<file path="src/rtl/rwf_pkg.sv">
// Shared types and constants for the replay window filter.
package rwf_pkg;

  // Field widths.
  localparam int SEQ_W = 64;
  localparam int MAP_W = 64;
  localparam int OUT_TDATA_W = 8;

  // Window size; the usable window is limited by the width of the map.
  localparam int WINDOW_BITS = 64;
  localparam int EFF_WIN = (WINDOW_BITS > MAP_W) ? MAP_W : WINDOW_BITS;
  localparam int AGE_W = $clog2(MAP_W);
  localparam logic [SEQ_W-1:0] EFF_WIN_SEQ = SEQ_W'(EFF_WIN);
  localparam logic [MAP_W-1:0] MAP_ONE = MAP_W'(1);
  localparam logic [MAP_W-1:0] WIN_MASK =
    (EFF_WIN >= MAP_W) ? {MAP_W{1'b1}} : ((MAP_ONE << EFF_WIN) - MAP_ONE);

  // Request kinds.
  localparam logic KIND_CHECK = 1'b0;
  localparam logic KIND_MARK  = 1'b1;

  // Depth of the queue between the front and the back.
  localparam int QUEUE_DEPTH = 2;
  localparam int QPTR_W = $clog2(QUEUE_DEPTH);
  localparam int QCNT_W = $clog2(QUEUE_DEPTH + 1);

  // One classified request as it travels through the queue.
  typedef struct packed {
    logic             mark;
    logic [SEQ_W-1:0] seq;
  } rwf_item_t;

endpackage

</file>
<file path="src/rtl/replay_window_filter.sv">
// Top level of the replay window filter: front queue and back window unit.
//
// Anti-replay window for 64-bit record sequence numbers. Each request carries a
// sequence number on s_axis_tdata and a kind on s_axis_tuser (0 checks, 1 marks
// the record as received); each request yields exactly one result with the
// accepted and is_newer flags. The block takes one request per clock cycle
// when the result side keeps up; a taken request passes through the
// two-entry front queue and then the result register before its result
// appears. The throughput is set by the window update in the back end, which
// compares, shifts and writes the 64-bit map and highest number together so
// that each request sees the state left by the one before it. No clearing
// pass is needed after reset.
module replay_window_filter
  import rwf_pkg::*;
(
  input  logic                   clk,
  input  logic                   rst,
  input  logic                   s_axis_tvalid,
  output logic                   s_axis_tready,
  input  logic [SEQ_W-1:0]       s_axis_tdata,   // [63:0] seq_num
  input  logic                   s_axis_tuser,   // [0] kind
  output logic                   m_axis_tvalid,
  input  logic                   m_axis_tready,
  output logic [OUT_TDATA_W-1:0] m_axis_tdata    // [0] accepted, [1] is_newer, [7:2] zero
);

  logic      item_valid;
  logic      item_ready;
  rwf_item_t item;

  // Front end: accept and classify requests.
  rwf_front u_front (
    .clk           (clk),
    .rst           (rst),
    .s_axis_tvalid (s_axis_tvalid),
    .s_axis_tready (s_axis_tready),
    .s_axis_tdata  (s_axis_tdata),
    .s_axis_tuser  (s_axis_tuser),
    .item_valid    (item_valid),
    .item          (item),
    .item_ready    (item_ready)
  );

  // Back end: check against the window and update it.
  rwf_back u_back (
    .clk           (clk),
    .rst           (rst),
    .item_valid    (item_valid),
    .item          (item),
    .item_ready    (item_ready),
    .m_axis_tvalid (m_axis_tvalid),
    .m_axis_tready (m_axis_tready),
    .m_axis_tdata  (m_axis_tdata)
  );

endmodule

</file>
<file path="src/rtl/rwf_front.sv">
// Front end: accepts requests, classifies them and queues them for the back end.
module rwf_front
  import rwf_pkg::*;
(
  input  logic             clk,
  input  logic             rst,
  input  logic             s_axis_tvalid,
  output logic             s_axis_tready,
  input  logic [SEQ_W-1:0] s_axis_tdata,   // [63:0] seq_num
  input  logic             s_axis_tuser,   // [0] kind
  output logic             item_valid,
  output rwf_item_t        item,
  input  logic             item_ready
);

  rwf_item_t          slots [QUEUE_DEPTH];
  logic [QPTR_W-1:0]  wr_ptr;
  logic [QPTR_W-1:0]  rd_ptr;
  logic [QCNT_W-1:0]  count;
  logic               push;
  logic               pop;
  rwf_item_t          in_item;

  // Classify the incoming request.
  always_comb begin
    in_item.mark = (s_axis_tuser == KIND_MARK);
    in_item.seq  = s_axis_tdata;
  end

  assign s_axis_tready = (count != QCNT_W'(QUEUE_DEPTH));
  assign push = s_axis_tvalid && s_axis_tready;
  assign item_valid = (count != '0);
  assign pop = item_valid && item_ready;
  assign item = slots[rd_ptr];

  // Queue storage.
  always_ff @(posedge clk) begin
    if (push) begin
      slots[wr_ptr] <= in_item;
    end
  end

  // Queue pointers and fill count.
  always_ff @(posedge clk) begin
    if (rst) begin
      wr_ptr <= '0;
      rd_ptr <= '0;
      count  <= '0;
    end else begin
      if (push) begin
        wr_ptr <= (wr_ptr == QPTR_W'(QUEUE_DEPTH - 1)) ? '0 : wr_ptr + 1'b1;
      end
      if (pop) begin
        rd_ptr <= (rd_ptr == QPTR_W'(QUEUE_DEPTH - 1)) ? '0 : rd_ptr + 1'b1;
      end
      if (push && !pop) begin
        count <= count + 1'b1;
      end else if (pop && !push) begin
        count <= count - 1'b1;
      end
    end
  end

endmodule

</file>
<file path="src/rtl/rwf_back.sv">
// Back end: window state, check and update, and the result register.
module rwf_back
  import rwf_pkg::*;
(
  input  logic                   clk,
  input  logic                   rst,
  input  logic                   item_valid,
  input  rwf_item_t              item,
  output logic                   item_ready,
  output logic                   m_axis_tvalid,
  input  logic                   m_axis_tready,
  output logic [OUT_TDATA_W-1:0] m_axis_tdata   // [0] accepted, [1] is_newer, [7:2] zero
);

  logic [SEQ_W-1:0] highest_seq;
  logic [MAP_W-1:0] seen_map;
  logic [SEQ_W-1:0] highest_seq_next;
  logic [MAP_W-1:0] seen_map_next;
  logic             out_accepted;
  logic             out_newer;

  logic             take;
  logic [SEQ_W-1:0] fwd;
  logic [SEQ_W-1:0] neg;
  logic             behind;
  logic             newer;
  logic             fwd_in_win;
  logic             age_in_win;
  logic [AGE_W-1:0] age;
  logic             ok;

  assign item_ready = !m_axis_tvalid || m_axis_tready;
  assign take = item_valid && item_ready;

  // Distance from the highest number, in both directions.
  always_comb begin
    fwd        = item.seq - highest_seq;
    neg        = highest_seq - item.seq;
    behind     = (item.seq < highest_seq);
    newer      = !behind && (fwd != '0);
    fwd_in_win = (fwd < EFF_WIN_SEQ);
    age_in_win = !behind || (neg < EFF_WIN_SEQ);
    age        = behind ? neg[AGE_W-1:0] : '0;
    ok         = newer || (age_in_win && !seen_map[age]);
  end

  // Window update for a mark request.
  always_comb begin
    highest_seq_next = highest_seq;
    seen_map_next    = seen_map;
    if (take && item.mark) begin
      if (newer) begin
        highest_seq_next = item.seq;
        if (fwd_in_win) begin
          seen_map_next = ((seen_map << fwd[AGE_W-1:0]) | MAP_ONE) & WIN_MASK;
        end else begin
          seen_map_next = MAP_ONE;
        end
      end else if (age_in_win) begin
        seen_map_next = seen_map | (MAP_ONE << age);
      end
    end
  end

  // State and result registers.
  always_ff @(posedge clk) begin
    if (rst) begin
      highest_seq   <= '0;
      seen_map      <= '0;
      m_axis_tvalid <= 1'b0;
    end else begin
      highest_seq <= highest_seq_next;
      seen_map    <= seen_map_next;
      if (take) begin
        m_axis_tvalid <= 1'b1;
      end else if (m_axis_tready) begin
        m_axis_tvalid <= 1'b0;
      end
    end
  end

  // Result payload.
  always_ff @(posedge clk) begin
    if (take) begin
      out_accepted <= ok;
      out_newer    <= newer;
    end
  end

  assign m_axis_tdata = {{(OUT_TDATA_W - 2){1'b0}}, out_newer, out_accepted};

`ifndef ASSERT_OFF
  // Map bits beyond the window never get set.
  a_map_in_window: assert property (@(posedge clk) disable iff (rst)
    (seen_map & ~WIN_MASK) == '0)
    else $error("seen_map has bits outside the window");

  // The highest number never moves backward.
  a_highest_monotonic: assert property (@(posedge clk) disable iff (rst)
    1'b1 |=> (highest_seq >= $past(highest_seq)))
    else $error("highest_seq decreased");

  // A newer mark becomes the highest number with its own bit set.
  a_newer_mark: assert property (@(posedge clk) disable iff (rst)
    (take && item.mark && newer) |=>
      (seen_map[0] && (highest_seq == $past(item.seq))))
    else $error("newer mark did not advance the window");

  // A newer number is always accepted.
  a_newer_accepted: assert property (@(posedge clk) disable iff (rst)
    (m_axis_tvalid && out_newer) |-> out_accepted)
    else $error("newer result not accepted");
`endif

endmodule
</file>
<file path="config.mk">
export PLATFORM = sky130hd
export DESIGN_NAME = replay_window_filter
export DESIGN_NICKNAME = d
export VERILOG_FILES = /design/src/rtl/rwf_pkg.sv /design/src/rtl/replay_window_filter.sv /design/src/rtl/rwf_front.sv /design/src/rtl/rwf_back.sv
export SDC_FILE = /design/constraint.sdc
export NUM_CORES = 1
export LEC_CHECK = 0
export BUFFER_PORTS_ARGS = -buffer_cell sky130_fd_sc_hd__buf_2
export CAP_MARGIN = 25
export CORE_AREA = 2 2 296 210
export CTS_CLUSTER_SIZE = 24
export DETAILED_ROUTE_END_ITERATION = 10
export DIE_AREA = 0 0 298 212
export PLACE_DENSITY_LB_ADDON = 0.2
export SETUP_SLACK_MARGIN = 0.05
export SLEW_MARGIN = 5
export SYNTH_ARGS = -nofsm -noshare
export SYNTH_HDL_FRONTEND = slang
export SYNTH_SLANG_ARGS = --single-unit
</file>
<file path="constraint.sdc">
create_clock -name clk -period 12.35 [get_ports clk]
set_input_delay 1.235 -clock clk [delete_from_list [all_inputs] [get_ports clk]]
set_output_delay 1.235 -clock clk [all_outputs]
set_load 0.02 [all_outputs]
</file>
Word-level counts from Yosys, hierarchy flattened
Memory sizes are Yosys's and may differ from the RTL's. A register that Yosys moved wholly into a read port is not among the register bits.
Cells that the tools add are included.
W data, S select, Z words.
{ "word_totals": {"n_memories": 1, "out_inout_bits": 10, "wordCells": 61, "reg_bits": 135, "latch_bits": 0, "mem_bits_rw": 130, "inputBits": 69, "rom_bits": 0} }
{ "classes": {"mul": 0, "addsub": 6, "n_mux": 16, "bitwise_logic": 1, "shifts": 2, "reduce_logical": 22, "n_div": 0, "n_eq_ne": 1, "n_lt_le_gt_ge": 4} }
{ "memory_table": {"columns": ["name", "words", "width", "rd", "rd_ports_with_merged_regs", "wr", "line", "text"], "rows": [
  ["u_front.slots", 2, 65, 1, 1, 1, "rwf_front.sv:16", "rwf_item_t slots [QUEUE_DEPTH];"]
]} }
{ "op_table": {"columns": ["operator", "n"], "rows": [
  ["$mux W64", 3],
  ["$lt A64 B7 Y1 const B", 2],
  ["$sub A64 B64 Y64", 2],
  ["$lt A64 B64 Y1", 1],
  ["$or A64 B64 Y64", 1],
  ["$reduce_bool A64 Y1", 1],
  ["$shl A1 B6 Y64 const A", 1],
  ["$shl A64 B6 Y64", 1],
  ["$mux W1", 9],
  ["$reduce_bool A2 Y1", 4],
  ["$logic_and A1 B1 Y1", 7],
  ["$lt A6 B7 Y1 const B", 1],
  ["$bmux W1 S6", 1],
  ["$mux W6", 1],
  ["$logic_not A1 Y1", 5],
  ["$mux W2", 2],
  ["$reduce_and A2 Y1", 2],
  ["$logic_or A1 B1 Y1", 3],
  ["$add A1 B1 Y1 const B", 2],
  ["$add A2 B1 Y2 const B", 1],
  ["$ne A2 B2 Y1 const B", 1],
  ["$sub A2 B1 Y2 const B", 1]
]} }

Depth between registers and ports, before layout
Gate-level depths: netlist of run 1.
{ "depth": {"word_depth": 7, "mapped_depth": 22} }

By module
Synthesis of run 1 repeated with hierarchy kept, for this count alone.
{ "hier_totals": {"cells_unflattened": 3070, "area_unflattened_um2": 24583.6} }
{ "by_module_without_submodules": {"columns": ["module", "area_each_um2", "n_inst", "cells_each", "seq_area_each_um2"], "rows": [
  ["rwf_back", 19656.4, 1, 2844, 2642.5],
  ["rwf_front", 4927.2, 1, 226, 4003.8]
]} }

Least setup slack after synthesis of run 1
OpenSTA, ideal clock, no wires.
{ "synth_timing": {"kind": "register to register", "start": "register (tool-made name)", "end": "register u_back.highest_seq[0]", "path_slack_ns": 7.195, "t_required_ns": 12.204, "n_path_buf": 4, "setup_ns": 0.146, "arrival_time_ns": 5.009, "synth_period_minus_slack_ns": 5.155, "stages_incl_launch_ff": 21, "path_cell_list": "dfxtp_1 clkbuf_1 clkbuf_1 mux2i_1 inv_1 fa_1 nand3_1 a21oi_1 nor2b_2 o211ai_4 a221oi_4 xor2_1 nand3_1 or4_4 nor4_4 a41o_2 nor3_4 buf_6 buf_2 nor2_1 a211oi_2"} }
{ "synth_rtl": {"columns": ["element", "line", "text"], "rows": [
  ["end signal, assigned", "rwf_back.sv:72", "highest_seq <= highest_seq_next;"],
  ["end, declared", "rwf_back.sv:15", "logic [SEQ_W-1:0] highest_seq;"]
]} }

==> results by group, run 1 <==
Die
  – Core ar.: 60700 um2
  – Chip width: 298 um
  – Die footprint: 63200 um2
  – Initial core utilization: 0.394
  – Total I/O pin count: 79
  – Rows: 76
  – Die height: 212 um

Timing
  – Final setup viols: 0
  – Unrepaired setup endpoints after global routing: false
  – TNS Setup: 0 ps
  – Slew Limit Fails: 0
  – Fmax: 126 MHz
  – Skew final: 13.7 ps
  – Rel. slew slack: 0.207
  – Final hold violations: 0
  – Slew @ Worst Pin: 1180 ps
  – Clock period minus worst slack: 7970 ps
  – Tcrit/Tclk final: 0.645

Critical path
  – Worst R2R Path Depth: 17
  – R2r setup slk: 4380 ps
  – Most frequent CP cell: buf_4
  – Crit-path cells: buf_4 > mux2i_1 > ha_1 > nand4_1 > nor3_1 > nand2_1 > nor2_1 > a221oi_2 > o41ai_1 > xor2_1 > or4_4 > nor4_4 > a41o_2 > nor3_4 > buf_4 > o21ai_0 > nor3b_1
  – Slowest cell delay on critical path: 830 ps
  – Worst Path Arrival: 8430 ps
  – Setup CP Type: reg2reg
  – Setup crit end kind: flop
  – Data required time of the worst path: 12810 ps
  – Crit path max fanout: 73
  – CP startpoint kind: flop
  – Worst r2r dst: u_back.seen_map[45]
  – CP max stage cell: dfxtp_4

Synthesis
  – Cell Area, Synth: 23900 um2
  – Warnings from Yosys: 0
  – Post-synth EDFFs: 132
  – Avg Inst Size Synth: 8.00 um2
  – FFs w/ async S/R, synth: 0
  – Synth unique cells: 95
  – Flops & latches, synth: 266
  – Sequential fraction of the synthesis area: 0.278
  – Ys flop type: dfxtp_1
  – Post-Syn Instances: 2986

Cells and area
  – Fraction of layout cells with a size suffix above 1: 0.116
  – Final #Nets: 3135
  – Footprint of the multi-input gates: 15800 um2
  – Layout Area Growth over Synthesis: 8.22%
  – Sequential cell area: 6650 um2
  – Fill count: 6164

Drt
  – Routed len/inst: 28.2 um
  – Via/cell ratio: 6.38
  – Vias: 24129
  – Drt initial violations: 3174
  – Total Wirelength: 107000 um
  – Pre-antenna DRT Iters: 6
  – Routed Antenna Nets: 0
  – DRC: 0

Clock network
  – Cts bufs inserted: 30
  – TritonCTS clock tree: done
  – CTS Sinks: 266
  – Buffer count from post-CTS setup fixing: 0
  – CTS resizes: 0
  – # H-tree levels: 1
  – Hold Buf Count CTS: 0
  – Clock Path Buffers: 3
  – Worst-Skew Late Latency: 610 ps
  – Clock Pin Slew Worst Setup and Hold Paths: 60 ps
  – CTS root buffer: clkbuf_16

Hold path
  – Hold crit path type: reg2reg
  – Worst hold path depth: 2
  – Hold path startpoint: u_back.highest_seq[63]
  – Hold path endpoint: u_back.highest_seq[63]

Status
  – Status: finished, final reports clean

Global routing
  – Remaining Overflow, GRT: 0
  – Total Routing Usage GR: 0.328
  – Largest net degree at the start of global routing: 87
  – Initial antenna violation count: 2
  – Vias in the first global route: 22090
  – First-pass GRT wire length: 154000 um

Placed design
  – GP Congestion: 1.06
  – Post-DP HPWL: 84400 um
  – Number of buffers added on ports: 72

Run
  – Number of max-cap violations: 0
[worst max path at each step]
| stage | start | to | slack (ps) |
|---|---|---|---|
| after floorplan | flop | u_back.highest_seq[0] | 7190 |
| after global placement | flop | u_back.seen_map[45] | 4470 |
| after detailed placement | flop | u_back.highest_seq[30] | 4530 |
| after CTS | flop | u_back.highest_seq[30] | 4530 |
| after global routing | flop | u_back.seen_map[47] | 4030 |
| final | flop | u_back.seen_map[45] | 4380 |
[routing by layer]
| metal | GRT usage | routed length [um] |
|---|---|---|
| met2 | 0.408 | 38300 |
| met5 | 0 | 12 |
| met4 | 0.0509 | 1760 |
| met1 | 0.518 | 52300 |
| met3 | 0.131 | 14200 |
[stage by stage]
step | util | worst slack [ps] | instances | hold slack, ps | instance area, um2
4_1_cts | 0.425 | 4530 | 3771 | 502 | 25800
2_1_floorplan | - | 7190 | 2991 | 460 | 23900
3_3_place_gp | 0.408 | 4470 | 3714 | 475 | 24700
5_1_grt | 0.426 | 4030 | 3778 | 537 | 25900
6_report | 0.426 | 4380 | 3780 | 498 | 25900
3_5_place_dp | 0.408 | 4530 | 3715 | 488 | 24700
[registers in the layout (all words and copies together) (netlist names), named ones only]
| signal | count |
|---|---|
| u_front.slots | 130 |
| u_back.highest_seq | 64 |
| u_back.seen_map | 64 |
| u_front.count | 2 |
| u_back.m_axis_tvalid | 1 |
| u_back.out_accepted | 1 |
| u_back.out_newer | 1 |
| u_front.rd_ptr | 1 |
| u_front.wr_ptr | 1 |
[critical path: cells and delay by family, from the launching register on]
family                     cells  cell delay, ps
and+or+nand+nor                8            2940
buffers and inverters          2            1390
AOI/OAI and AO/OA              4            1170
DFF                            1             830
adders and majority gates      1             620
muxes                          1             410
xor gates and xnor gates       1             270
[Yosys cell counts (all sizes together) (7+ instances only)]
cell | number | area [um2]
or2 | 8 | 50.1
ha | 129 | 1610
nor2b | 17 | 109
clkbuf | 101 | 379
nand4 | 56 | 365
nand2b | 13 | 81.3
a211oi | 114 | 1180
and3 | 15 | 93.8
a221oi | 17 | 204
a21o | 22 | 165
a21boi | 7 | 52.6
mux2 | 21 | 236
o32ai | 8 | 70.1
a21oi | 341 | 1730
mux4 | 20 | 450
edfxtp | 132 | 3960
o2111ai | 7 | 61.3
nand3 | 58 | 290
nor4 | 26 | 220
a31oi | 42 | 263
a311oi | 7 | 61.3
o22ai | 39 | 244
buf | 104 | 609
nand2 | 290 | 1100
xnor2 | 48 | 420
o21bai | 8 | 60.1
o31ai | 11 | 82.6
mux2i | 152 | 1520
xor2 | 38 | 333
o211ai | 29 | 231
o21ai | 265 | 1330
a22oi | 16 | 125
nor3 | 61 | 397
nor2 | 308 | 1160
dfxtp | 134 | 2680
o21a | 48 | 362
and4 | 8 | 70.1
or3 | 23 | 144
inv | 157 | 589
[layout by cell type, fill, tap and decap left out, types with 22 or more instances in the layout]
master,instances
mux2i_1,152
nand4_1,55
nand2_1,286
o211ai_1,28
a211oi_1,49
o21a_1,47
nand3_1,58
or3_1,23
a211oi_2,65
buf_4,39
nor2_1,304
a21oi_1,335
edfxtp_1,132
dfxtp_1,133
nor3_1,44
a21o_1,22
xor2_1,34
clkbuf_16,31
o22ai_1,39
buf_2,72
a31oi_1,42
ha_1,128
xnor2_1,44
o21ai_1,23
o21ai_0,242
inv_1,157
[cell families (layout without fill, tap and decap cells)]
| group | Yosys count | after routing | share of synthesized area |
|---|---|---|---|
| AO/OA/AOI/OAI | 1043 | 1043 | 0.285 |
| XOR/XNOR | 86 | 86 | 0.0315 |
| adder cells (fa/ha/maj) | 131 | 131 | 0.0692 |
| buffers and inverters | 363 | 331 | 0.0662 |
| flip-flops | 266 | 266 | 0.278 |
| multiplexers | 193 | 193 | 0.0924 |
| other | 1 | 8 | 0.000157 |
| AND/OR/NAND/NOR | 903 | 903 | 0.177 |
[layout make-up]
class,count,share of cell area
well taps,819,0.0396
repair buffers,117,0.0279
clock buffers,42,0.0327
inverters,158,0.0229
clock inverters,14,0.00813
multi-input cells,2362,0.611
diodes,2,0.000193
flip-flops and latches,266,0.257
Power of run 1 is left out: the tool's default activity adds up to more than one toggle a clock period on the data nets, which glitch-free logic cannot reach.
==> inputs of run 2 (changes only) <==
ABC_AREA = 1   (was unset)
CORE_AREA = 2 2 314 223   (was 2 2 296 210)
DIE_AREA = 0 0 316 225   (was 0 0 298 212)
clock period = 7.01 ns   (was 12.35 ns; I/O delays follow)
==> results by group, run 2 <==
Timing
  – Slew Limit Fails: 0
  – Final setup viols: 0
  – Unrepaired setup endpoints after global routing: false
  – Final WS setup: 1100 ps
  – Skew final: 20.2 ps
  – Rel. slew slack: 0.314
  – Fmax: 169 MHz
  – Clock period minus worst slack: 5910 ps
  – Final hold violations: 0
  – TNS Setup: 0 ps
  – Slew @ Worst Pin: 1020 ps
  – Tcrit/Tclk final: 0.842

Drt
  – Drt initial violations: 4145
  – Vias: 29689
  – Met2 Wirelength: 37100 um
  – DR top layer: met4
  – Total Wirelength: 107000 um
  – Routed len/inst: 19.2 um
  – Via/cell ratio: 5.30
  – Routed Antenna Nets: 0
  – Pre-antenna DRT Iters: 6
  – DRC: 0
  – Wl on met1: 53700 um
  – WL met3: 14800 um

Synthesis
  – Complex-gate fraction of the synthesized area: 0.124
  – Sequential fraction of the synthesis area: 0.246
  – Most common cell in the netlist: nand2_1
  – Ys flop type: dfxtp_1
  – FFs w/ async S/R, synth: 0
  – Flops & latches, synth: 266
  – Post-Synth Adder-Cell Area: 0.0613
  – Top cell type's share of synthesized area: 0.246
  – Synth unique cells: 50
  – Commonest cells in the netlist: nand2_1 (1772), inv_1 (713), nor2_1 (442)
  – Post-synthesis mux area share: 0.0141
  – Main combinational cell family by area after synthesis: simple AND/OR/NAND/NOR gates
  – XOR/XNOR share of the synthesized area: 0.0127
  – Top cells by area, synth: nand2_1 (25%), edfxtp_1 (15%), dfxtp_1 (9.9%)
  – Post-synth EDFFs: 132
  – Area leader, netlist: nand2_1
  – Avg Inst Size Synth: 5.73 um2
  – Cell Area, Synth: 27000 um2
  – Post-Syn Instances: 4712
  – Warnings from Yosys: 0
  – Post-Synth Simple-Gate Area: 0.407

Cells and area
  – Most common cell after layout, fill and taps aside: nand2_1
  – Layout Utilization: 0.429
  – Layout Area Growth over Synthesis: 7.64%
  – Fraction of layout cells with a size suffix above 1: 0.0706
  – Max reg flops: 130
  – Biggest regs: u_front.slots x130, u_back.highest_seq x64, u_back.seen_map x64
  – Fill count: 7502
  – Top reg by flops: u_front.slots
  – Final #Nets: 4880
  – Antenna cells: 0
  – Most frequent cells in the layout: nand2_1 (1771), inv_1 (708), nor2_1 (439)

Critical path
  – CP max stage cell: nor2_1
  – Worst Path Arrival: 6470 ps
  – R2r setup slk: 1100 ps
  – Data required time of the worst path: 7570 ps
  – Buf/Inv on CP: 4
  – Slowest cell delay on critical path: 670 ps
  – CP startpoint kind: flop
  – Setup CP Type: reg2reg
  – Setup crit end kind: flop
  – Cell family with most CP delay: simple AND/OR/NAND/NOR gates
  – Crit path max fanout: 36
  – Most frequent CP cell: nand2_1

Status
  – Status: finished, final reports clean

Placed design
  – DP Worst Slack: 1320 ps
  – Number of buffers added on ports: 72
  – Post-DP HPWL: 84700 um
  – GP Congestion: 1.08

Die
  – Initial core utilization: 0.398
  – Die height: 225 um
  – Die footprint: 71100 um2
  – Rows: 80
  – Total I/O pin count: 79
  – Core ar.: 67800 um2
  – Chip width: 316 um

Run
  – Number of max-cap violations: 0

Global routing
  – Initial antenna violation count: 0
  – Remaining Overflow, GRT: 0
  – Vias in the first global route: 25760
  – Total Routing Usage GR: 0.295
  – First-pass GRT wire length: 161000 um
  – Largest net degree at the start of global routing: 104

Clock network
  – Clock Pin Slew Worst Setup and Hold Paths: 70 ps
  – Hold Buf Count CTS: 0
  – Buffer count from post-CTS setup fixing: 0
  – Clock Path Buffers: 3
  – # H-tree levels: 1
  – CTS Sinks: 266
  – Worst-Skew Late Latency: 630 ps
  – CTS resizes: 0
  – TritonCTS clock tree: done
  – Cts bufs inserted: 29
  – CTS root buffer: clkbuf_16

Hold path
  – Hold crit path type: in2reg
-- run 2: cell types whose count changed in the layout (fill, tap and decap cells not counted), sizes merged, moves of 33 or more --
cell    change
a211oi    -109
a21oi     -124
a31oi      -36
inv       +591
mux2i     -114
nand2    +1485
nand3     +208
nor2      +164
nor3       -33
o21a       -41
o21ai      +72
o22ai      -37
or2        +68
xnor2      -39
-- run 2: layout make-up --
type                    instances  area [um2]  area share
clock buffers                  35         758      0.0261
clock inverters                19         210     0.00724
inverters                     750        2820      0.0969
multi-input cells            3522       16800       0.577
flip-flops and latches        266        6650       0.229
well taps                     902        1130      0.0389
repair buffers                111         718      0.0247
-- run 2: worst paths after layout --
path / start / end / depth (start not counted)
max: flop / u_back.seen_map[7] / 25
min: s_axis_tdata[28] / u_front.slots[0][28] / 1
max reg2reg: flop / u_back.seen_map[7] / 25
min reg2reg: u_front.rd_ptr / u_front.rd_ptr / 1
-- run 2: cell families (layout without fill, tap and decap cells) --
kind of cell,after synthesis,in the layout
mux,38,38
flops,266,266
buf+inv,929,915
other cells,1,6
compound gates,625,625
simple gates,2683,2683
xor+xnor,39,39
fa+ha+maj,131,131
-- run 2: worst register-to-register path: stages (launching register included) --
cell     delay (ps)
dfxtp_2         330
inv_2           210
buf_4           340
or2_2           350
o21ai_0         280
inv_1           230
fa_2            510
nand3_1         100
nand3_1         230
nand2_1         140
nand2_1         140
nand2_1          90
nand2_1         120
nand2_1         130
nand2_1          90
nand3_2         170
nand2_4         140
nor2_4          440
inv_1           340
nor2_1          670
nand3_1         280
o21ai_0         240
nand2_1          80
nand2_1         100
nor2_1           50
nor2_1           70
-- run 2: metrics by stage --
step / hold slack [ps] / std cells / cell area [um2]
floorplan: 426 / 4717 / 27000
global placement: 439 / 5548 / 28000
detailed placement: 450 / 5548 / 28000
CTS: 241 / 5602 / 29000
global route: 251 / 5605 / 29000
finish: 263 / 5605 / 29000
-- run 2: metal layers --
layer | vias to the layer above | track usage
met5 | - | 0
met4 | 0 | 0.0527
met3 | 117 | 0.0870
met2 | 1602 | 0.361
met1 | 13341 | 0.485
li1 | 14629 | -
Power of run 2 is left out for the same reason.
